`config.mk`:
```
export PLATFORM = sky130hd
export DESIGN_NAME = first_fit_memory_allocator
export DESIGN_NICKNAME = d
export VERILOG_FILES = /design/src/hw/rtl/ffa_pkg.sv /design/src/hw/rtl/first_fit_memory_allocator.sv /design/src/hw/rtl/ffa_ctrl.sv /design/src/hw/rtl/ffa_dpath.sv
export SDC_FILE = /design/constraint.sdc
export NUM_CORES = 1
export LEC_CHECK = 0
export BUFFER_PORTS_ARGS = -buffer_cell sky130_fd_sc_hd__buf_2
export CAP_MARGIN = 20
export CORE_MARGIN = 3
export CORE_UTILIZATION = 30
export CTS_BUF_LIST = sky130_fd_sc_hd__clkbuf_2 sky130_fd_sc_hd__clkbuf_4 sky130_fd_sc_hd__clkbuf_8
export CTS_CLUSTER_DIAMETER = 100
export CTS_CLUSTER_SIZE = 16
export DETAILED_ROUTE_END_ITERATION = 10
export PLACE_DENSITY_LB_ADDON = 0.15
export SLEW_MARGIN = 10
export SYNTH_ARGS = -nofsm -noshare
export SYNTH_HDL_FRONTEND = slang
export SYNTH_SLANG_ARGS = --single-unit
```
`constraint.sdc`:
```
create_clock -name clk_i -period 9.5 [get_ports clk_i]
set_input_delay 1.9 -clock clk_i [delete_from_list [all_inputs] [get_ports clk_i]]
set_output_delay 1.9 -clock clk_i [all_outputs]
set_load 0.05 [all_outputs]
```
`src/hw/rtl/ffa_pkg.sv`:
```
// ----------------------------------------------------------------------------
// ffa_pkg
// Shared types for the first-fit allocator: the command bundle that the
// controller drives and the status bundle that the datapath returns.
// ----------------------------------------------------------------------------
package ffa_pkg;

  localparam logic OP_ALLOC = 1'b0;
  localparam logic OP_FREE  = 1'b1;

  typedef struct packed {
    logic clear_step;    // write zero at the walk pointer and advance
    logic load;          // capture an accepted request
    logic scan_init;     // restart the first-fit search at cell 0
    logic scan_step;     // one cell read and one cell evaluated
    logic fill_step;     // write the owner at the walk pointer and advance
    logic free_init;     // point the walk at the start of the block to free
    logic free_step;     // clear one cell of the block being freed
    logic alloc_commit;  // update the count and result after a good allocation
    logic free_commit;   // update the count and result after a free
    logic fail_commit;   // post a failed allocation result
  } cmd_t;

  typedef struct packed {
    logic clear_last;  // the clearing pass is at its last cell
    logic op_free;     // the held request is a free
    logic reject;      // the held allocation fails its up-front checks
    logic found;       // the search has just found a long enough run
    logic exhausted;   // the search ran past the last cell
    logic fill_last;   // the fill is at its last cell
    logic free_done;   // nothing more to clear for the free
  } status_t;

endpackage

```
`src/hw/rtl/first_fit_memory_allocator.sv`:
```
// ----------------------------------------------------------------------------
// first_fit_memory_allocator
// First-fit contiguous allocator over a store of owner-tagged cells.
// ----------------------------------------------------------------------------
// The block takes one request at a time and answers each with one result
// beat. After reset it runs a clearing pass over every cell of the cell
// memory, during which in_ready_o stays low. An allocation that fails its
// up-front checks goes from the check state straight to its result;
// otherwise the search reads the single-port cell memory one cell per cycle
// from cell 0 and stops at the first run long enough, then writes the block
// one cell per cycle. A free clears size cells from start_cell up, but none
// past the last cell of the memory. The memory port is shared by the search
// and the writes.
module first_fit_memory_allocator #(
  parameter int CELLS      = 128,
  parameter int OWNER_BITS = 8
) (
  input  logic       clk_i,
  input  logic       rst_ni,
  input  logic       in_valid_i,
  output logic       in_ready_o,
  input  logic       opcode_i,
  input  logic [7:0] size_i,
  input  logic [7:0] owner_id_i,
  input  logic [6:0] start_cell_i,
  output logic       out_valid_o,
  input  logic       out_ready_i,
  output logic       ok_o,
  output logic [6:0] out_start_o,
  output logic [6:0] out_end_o,
  output logic [7:0] used_total_o
);

  ffa_pkg::cmd_t    cmd;
  ffa_pkg::status_t status;

  ffa_ctrl u_ctrl (
    .clk_i       (clk_i),
    .rst_ni      (rst_ni),
    .in_valid_i  (in_valid_i),
    .in_ready_o  (in_ready_o),
    .out_valid_o (out_valid_o),
    .out_ready_i (out_ready_i),
    .status_i    (status),
    .cmd_o       (cmd)
  );

  ffa_dpath #(
    .CELLS      (CELLS),
    .OWNER_BITS (OWNER_BITS)
  ) u_dpath (
    .clk_i        (clk_i),
    .rst_ni       (rst_ni),
    .cmd_i        (cmd),
    .status_o     (status),
    .opcode_i     (opcode_i),
    .size_i       (size_i),
    .owner_id_i   (owner_id_i),
    .start_cell_i (start_cell_i),
    .ok_o         (ok_o),
    .out_start_o  (out_start_o),
    .out_end_o    (out_end_o),
    .used_total_o (used_total_o)
  );

endmodule

```
`src/hw/rtl/ffa_ctrl.sv`:
```
// ----------------------------------------------------------------------------
// ffa_ctrl
// Sequencer for the allocator: clearing pass, request check, first-fit
// search, fill, free walk and result handshake.
// ----------------------------------------------------------------------------
module ffa_ctrl (
  input  logic             clk_i,
  input  logic             rst_ni,
  input  logic             in_valid_i,
  output logic             in_ready_o,
  output logic             out_valid_o,
  input  logic             out_ready_i,
  input  ffa_pkg::status_t status_i,
  output ffa_pkg::cmd_t    cmd_o
);

  typedef enum logic [2:0] {
    ST_CLEAR,
    ST_IDLE,
    ST_CHECK,
    ST_SCAN,
    ST_FILL,
    ST_FREE,
    ST_RESP
  } state_e;

  state_e state_q, state_d;

  always_comb begin
    state_d = state_q;
    cmd_o   = '0;
    case (state_q)
      ST_CLEAR: begin
        cmd_o.clear_step = 1'b1;
        if (status_i.clear_last) begin
          state_d = ST_IDLE;
        end
      end
      ST_IDLE: begin
        if (in_valid_i) begin
          cmd_o.load = 1'b1;
          state_d    = ST_CHECK;
        end
      end
      ST_CHECK: begin
        if (status_i.op_free) begin
          cmd_o.free_init = 1'b1;
          state_d         = ST_FREE;
        end else if (status_i.reject) begin
          cmd_o.fail_commit = 1'b1;
          state_d           = ST_RESP;
        end else begin
          cmd_o.scan_init = 1'b1;
          state_d         = ST_SCAN;
        end
      end
      ST_SCAN: begin
        if (status_i.exhausted) begin
          cmd_o.fail_commit = 1'b1;
          state_d           = ST_RESP;
        end else begin
          cmd_o.scan_step = 1'b1;
          if (status_i.found) begin
            state_d = ST_FILL;
          end
        end
      end
      ST_FILL: begin
        cmd_o.fill_step = 1'b1;
        if (status_i.fill_last) begin
          cmd_o.alloc_commit = 1'b1;
          state_d            = ST_RESP;
        end
      end
      ST_FREE: begin
        if (status_i.free_done) begin
          cmd_o.free_commit = 1'b1;
          state_d           = ST_RESP;
        end else begin
          cmd_o.free_step = 1'b1;
        end
      end
      ST_RESP: begin
        if (out_ready_i) begin
          state_d = ST_IDLE;
        end
      end
      default: begin
        state_d = ST_IDLE;
      end
    endcase
  end

  always_ff @(posedge clk_i or negedge rst_ni) begin
    if (!rst_ni) begin
      state_q <= ST_CLEAR;
    end else begin
      state_q <= state_d;
    end
  end

  assign in_ready_o  = (state_q == ST_IDLE);
  assign out_valid_o = (state_q == ST_RESP);

endmodule

```
`src/hw/rtl/ffa_dpath.sv`:
```
// ----------------------------------------------------------------------------
// ffa_dpath
// Cell owner memory, walk pointer, run tracker, used-cell count and the
// result register of the allocator.
// ----------------------------------------------------------------------------
module ffa_dpath #(
  parameter int CELLS      = 128,
  parameter int OWNER_BITS = 8
) (
  input  logic             clk_i,
  input  logic             rst_ni,
  input  ffa_pkg::cmd_t    cmd_i,
  output ffa_pkg::status_t status_o,
  input  logic             opcode_i,
  input  logic [7:0]       size_i,
  input  logic [7:0]       owner_id_i,
  input  logic [6:0]       start_cell_i,
  output logic             ok_o,
  output logic [6:0]       out_start_o,
  output logic [6:0]       out_end_o,
  output logic [7:0]       used_total_o
);

  localparam int AW = (CELLS > 1) ? $clog2(CELLS) : 1;
  // The walk pointer must hold CELLS itself and any 7-bit start cell.
  localparam int CW = (AW >= 7) ? AW + 1 : 8;
  localparam int UW = $clog2(CELLS + 1);

  logic [OWNER_BITS-1:0] mem [CELLS];

  logic                  op_q;
  logic [7:0]            size_q;
  logic [OWNER_BITS-1:0] owner_q;
  logic [6:0]            start_q;
  logic [CW-1:0]         addr_q, addr_d;
  logic [7:0]            rem_q, rem_d;
  logic [7:0]            run_q, run_d;
  logic [AW-1:0]         run_start_q, run_start_d;
  logic [AW-1:0]         eval_addr_q, eval_addr_d;
  logic                  eval_vld_q, eval_vld_d;
  logic [AW-1:0]         blk_start_q, blk_start_d;
  logic [OWNER_BITS-1:0] rd_q;
  logic [UW-1:0]         used_q, used_d;
  logic                  ok_q;
  logic [6:0]            res_start_q, res_end_q;

  logic                  we;
  logic [OWNER_BITS-1:0] wdata;
  logic                  rd_en;
  logic                  addr_in_range;
  logic                  found;
  logic [AW-1:0]         found_start;
  logic [CW-1:0]         blk_end;

  assign addr_in_range = (int'(addr_q) < CELLS);

  // A free cell that brings the current run up to the requested length.
  assign found       = eval_vld_q && (rd_q == '0) && ((run_q + 8'd1) >= size_q);
  assign found_start = (run_q == 8'd0) ? eval_addr_q : run_start_q;
  assign blk_end     = CW'(blk_start_q) + CW'(size_q) - CW'(1);

  always_comb begin
    addr_d      = addr_q;
    rem_d       = rem_q;
    run_d       = run_q;
    run_start_d = run_start_q;
    eval_addr_d = eval_addr_q;
    eval_vld_d  = eval_vld_q;
    blk_start_d = blk_start_q;
    used_d      = used_q;
    we          = 1'b0;
    wdata       = '0;
    rd_en       = 1'b0;

    if (cmd_i.clear_step) begin
      we     = 1'b1;
      addr_d = addr_q + CW'(1);
    end

    if (cmd_i.scan_init) begin
      addr_d     = '0;
      run_d      = '0;
      eval_vld_d = 1'b0;
    end

    if (cmd_i.scan_step) begin
      // Issue the read of the next cell while the previous one is judged.
      if (addr_in_range) begin
        rd_en       = 1'b1;
        addr_d      = addr_q + CW'(1);
        eval_vld_d  = 1'b1;
        eval_addr_d = addr_q[AW-1:0];
      end else begin
        eval_vld_d = 1'b0;
      end
      if (eval_vld_q) begin
        if (rd_q == '0) begin
          if (run_q == 8'd0) begin
            run_start_d = eval_addr_q;
          end
          run_d = run_q + 8'd1;
        end else begin
          run_d = '0;
        end
      end
      if (found) begin
        blk_start_d = found_start;
        addr_d      = CW'(found_start);
        rem_d       = size_q;
        eval_vld_d  = 1'b0;
      end
    end

    if (cmd_i.fill_step) begin
      we     = 1'b1;
      wdata  = owner_q;
      addr_d = addr_q + CW'(1);
      rem_d  = rem_q - 8'd1;
    end

    if (cmd_i.free_init) begin
      addr_d = CW'(start_q);
      rem_d  = size_q;
    end

    if (cmd_i.free_step) begin
      we     = 1'b1;
      addr_d = addr_q + CW'(1);
      rem_d  = rem_q - 8'd1;
    end

    if (cmd_i.alloc_commit) begin
      used_d = used_q + UW'(size_q);
    end

    if (cmd_i.free_commit) begin
      used_d = (int'(used_q) > int'(size_q)) ? used_q - UW'(size_q) : '0;
    end
  end

  always_ff @(posedge clk_i or negedge rst_ni) begin
    if (!rst_ni) begin
      addr_q     <= '0;
      rem_q      <= '0;
      run_q      <= '0;
      eval_vld_q <= 1'b0;
      used_q     <= '0;
    end else begin
      addr_q     <= addr_d;
      rem_q      <= rem_d;
      run_q      <= run_d;
      eval_vld_q <= eval_vld_d;
      used_q     <= used_d;
    end
  end

  always_ff @(posedge clk_i) begin
    run_start_q <= run_start_d;
    eval_addr_q <= eval_addr_d;
    blk_start_q <= blk_start_d;
    if (cmd_i.load) begin
      op_q    <= opcode_i;
      size_q  <= size_i;
      owner_q <= OWNER_BITS'(owner_id_i);
      start_q <= start_cell_i;
    end
    if (cmd_i.alloc_commit) begin
      ok_q        <= 1'b1;
      res_start_q <= 7'(blk_start_q);
      res_end_q   <= 7'(blk_end);
    end else if (cmd_i.free_commit || cmd_i.fail_commit) begin
      ok_q        <= cmd_i.free_commit;
      res_start_q <= '0;
      res_end_q   <= '0;
    end
  end

  always_ff @(posedge clk_i) begin
    if (we) begin
      mem[addr_q[AW-1:0]] <= wdata;
    end
    if (rd_en) begin
      rd_q <= mem[addr_q[AW-1:0]];
    end
  end

  assign status_o.clear_last = (int'(addr_q) == CELLS - 1);
  assign status_o.op_free    = (op_q == ffa_pkg::OP_FREE);
  assign status_o.reject     = (size_q == 8'd0) || (int'(size_q) > CELLS) ||
                               (owner_q == '0) ||
                               (int'(used_q) + int'(size_q) > CELLS);
  assign status_o.found      = found;
  assign status_o.exhausted  = !eval_vld_q && !addr_in_range;
  assign status_o.fill_last  = (rem_q == 8'd1);
  assign status_o.free_done  = (rem_q == 8'd0) || !addr_in_range;

  assign ok_o         = ok_q;
  assign out_start_o  = res_start_q;
  assign out_end_o    = res_end_q;
  assign used_total_o = 8'(used_q);

endmodule

```
==> out/metrics.csv <==
metric,value,unit
Initial DRC Count,2596,
via count,25446,
power per standard cell area,164,nW/um2
routed vias/inst,5.50,
PostCTS Resize Cnt,0,
Internal,0.00623,W
cell family with most CP delay,simple AND/OR/NAND/NOR gates,
Die W,389,um
cts bufs inserted,80,
Avg Inst Size Synth,16.3,um2
# Post-CTS Setup Buffers,0,
clk buf depth,3,
GR Overflow Total,0,
htree depth,3,
ys flop type,edfxtp_1,
final hold violations,0,
Final period util,47.8,%
worst skew pair latency,840,ps
sequential share of power,68.9,%
row count,139,
Yosys top cell by area,edfxtp_1,
status,"complete, no violations",
Synth warnings,0,
first-pass GRT wire length,197000,um
IO Port Bufs,52,
DP Worst Slack,4950,ps
crit-path cells,buf_4 > and3b_4 > buf_12 > nand2_2 > nor2_1,
die footprint,151000,um2
IO Count,53,
top-area cell type share of the netlist area,74.6,%
Yosys cell types,68,
Clock Power Share,31.0,%
CP Max Fanout,93,
Syn-to-layout area delta,8.28,%
setup_tns,0,ps
post-route ant nets,0,
Nets,2779,
routability congestion estimate,0.804,
Pleak,12.5,nW
Setup WS post-layout,4960,ps
worst path arrival time,5000,ps
largest net degree at the start of global routing,102,
Clock Sinks,1128,
Die Y,389,um
clock root cell,clkbuf_8,
All-Layer GR Usage,18.0,%
RSZ-0062 raised after global routing,no,
Crit. End Element,register,
"Async S/R FF share, synth",3.19,%
Sw Share,20.1,%
Post-DP HPWL,82900,um
DR WL/cell,30.2,um
sw power,0.00156,W
clk slew on worst S/H paths,120,ps
Fill cells,13862,
initial antenna violation count,5,
"Largest stage delay, worst path",1080,ps
post-layout min period,4540,ps
worst slew pin tran,1100,ps
CTS tree,yes,
max-slew violations,0,
Gate Count Post-Synth,2701,
Worst Hold Class,register to register,
Netlist Area Pre-Place,43900,um2
initial core utilization,30.4,%
critical path class,register to register,
worst path required time,9960,ps
CP max-delay cell,nor2_1,
ranking of synthesized cells by area,"edfxtp_1, a22oi_1, a221oi_1",
layout cells sized above 1,9.68,%
worst vdd ir,107,uV
Core Area,145000,um2
DRT Wirelength,140000,um
syn_nets,2773,
final core occ,32.9,%
Gate power share,0.1,%
Bufs and invs on worst path,2,
DR DRC count,0,
crit path launch type,register,
DRT Pass-1 Iters,5,
Pwr Total,0.00779,W
"EDFF count, synth",1091,
Layout Skew,68.7,ps
synthesized flop and latch total,1128,
Max Fclk,220,MHz
register area share after synthesis,76.7,%
final setup vio count,0,
Max-Cap Viols,0,
Hold Buf Count CTS,0,
vias in the first global route,25222,
Max-Slew Margin vs Limit,26.2,%
cells by family after synthesis:
kind of cell | Yosys count | share of synthesized area (%)
flip-flops | 1128 | 76.7
AO/OA/AOI/OAI | 769 | 13.1
AND/OR/NAND/NOR | 480 | 5.22
buffers and inverters | 220 | 2.29
adder cells (fa/ha/maj) | 44 | 1.30
XOR/XNOR | 32 | 0.638
multiplexers | 28 | 0.729
per-layer routing:
layer | up-vias | wire (um) | global-route usage [%]
met5 | - | 13 | 0
met4 | 2 | 2950 | 4.26
met3 | 156 | 7570 | 2.75
met2 | 933 | 65900 | 28.8
met1 | 13456 | 63100 | 25.8
li1 | 10899 | - | -
area by class of cell:
type	count	area, um2	share of cell area [%]
Antenna cell	5	12.5	0.0263
Clock buffer	86	1160	2.44
Clock inverter	6	109	0.229
Inverter	40	150	0.316
Multi-Input combinational cell	1353	9330	19.6
Sequential cell	1128	33700	70.8
Tap cell	1903	2380	5.01
Timing Repair Buffer	104	733	1.54
cells in the mapped netlist, types with 7 or more instances:
cell type  count
a21o_1        11
nand4_1       46
nor3_1        21
a221oi_1     108
inv_1         40
a31oi_1       82
buf_1         13
clkbuf_1      70
xnor2_1       20
a22oi_1      295
and3_1         7
nor2b_1       18
mux2_2        22
o21ai_0       49
nand3_1       39
nand2_1       82
buf_2         84
nor4_1        14
nand2b_1      10
a22o_1       107
ha_1          41
o22ai_1       12
a21oi_1       54
xor2_1        12
or4_1          9
edfxtp_1    1091
buf_6          7
o211ai_1      16
nor2_1       192
dfrtp_1       36
and2_1        15
state kept, by name (all words and copies together) (netlist names), 3 cells and up:
register,cells
u_dpath.addr_q,8
u_dpath.out_end_o,7
u_dpath.start_q,7
u_dpath.out_start_o,7
u_dpath.eval_addr_q,7
u_dpath.rem_q,8
u_dpath.blk_start_q,7
u_dpath.owner_q,8
u_dpath.run_q,8
u_ctrl.state_q,3
u_dpath.mem,1024
u_dpath.run_start_q,7
u_dpath.rd_q,8
u_dpath.used_total_o,8
u_dpath.size_q,8
path summary, 6_finish.rpt:
path	from	slack, ps	cells after the start	to
max	u_dpath.addr_q[1]	4960	5	u_dpath.mem[110][0]
min reg2reg	u_dpath.addr_q[5]	480	0	u_dpath.eval_addr_q[5]
max in group asynchronous	rst_ni	7650	1	u_dpath.addr_q[3]
max reg2reg	u_dpath.addr_q[1]	4960	5	u_dpath.mem[110][0]
min in group asynchronous	rst_ni	1210	1	u_dpath.run_q[4]
min	u_dpath.addr_q[5]	480	0	u_dpath.eval_addr_q[5]
power groups by stage:
stage	logic, W	registers [W]	clock network, W
finish	0.00000959	0.00536	0.00242
global placement	0.0000101	0.00548	0
CTS	0.0000106	0.00536	0.00249
global route	0.0000111	0.00536	0.00268
floorplan	0.0000000892	0.00548	0
detailed placement	0.0000102	0.00548	0
metrics by stage:
step	hold slack [ps]	instances	instance area (um2)
after detailed placement	437	4528	46300
after floorplan	423	2701	43900
after CTS	483	4620	47500
after global placement	444	4526	46300
after global routing	509	4621	47600
final	480	4625	47600
layout by cell type (no fill, tap or decap), drive strengths merged, types with 41 or more instances in the layout:
cell    instances
buf           104
nand2          82
edfxtp       1091
a22o          107
clkbuf         86
nor2          192
inv            41
ha             41
a21oi          54
a22oi         295
a221oi        114
nand4          46
a31oi          82
o21ai          49
Power figures use the tool's default switching activity.
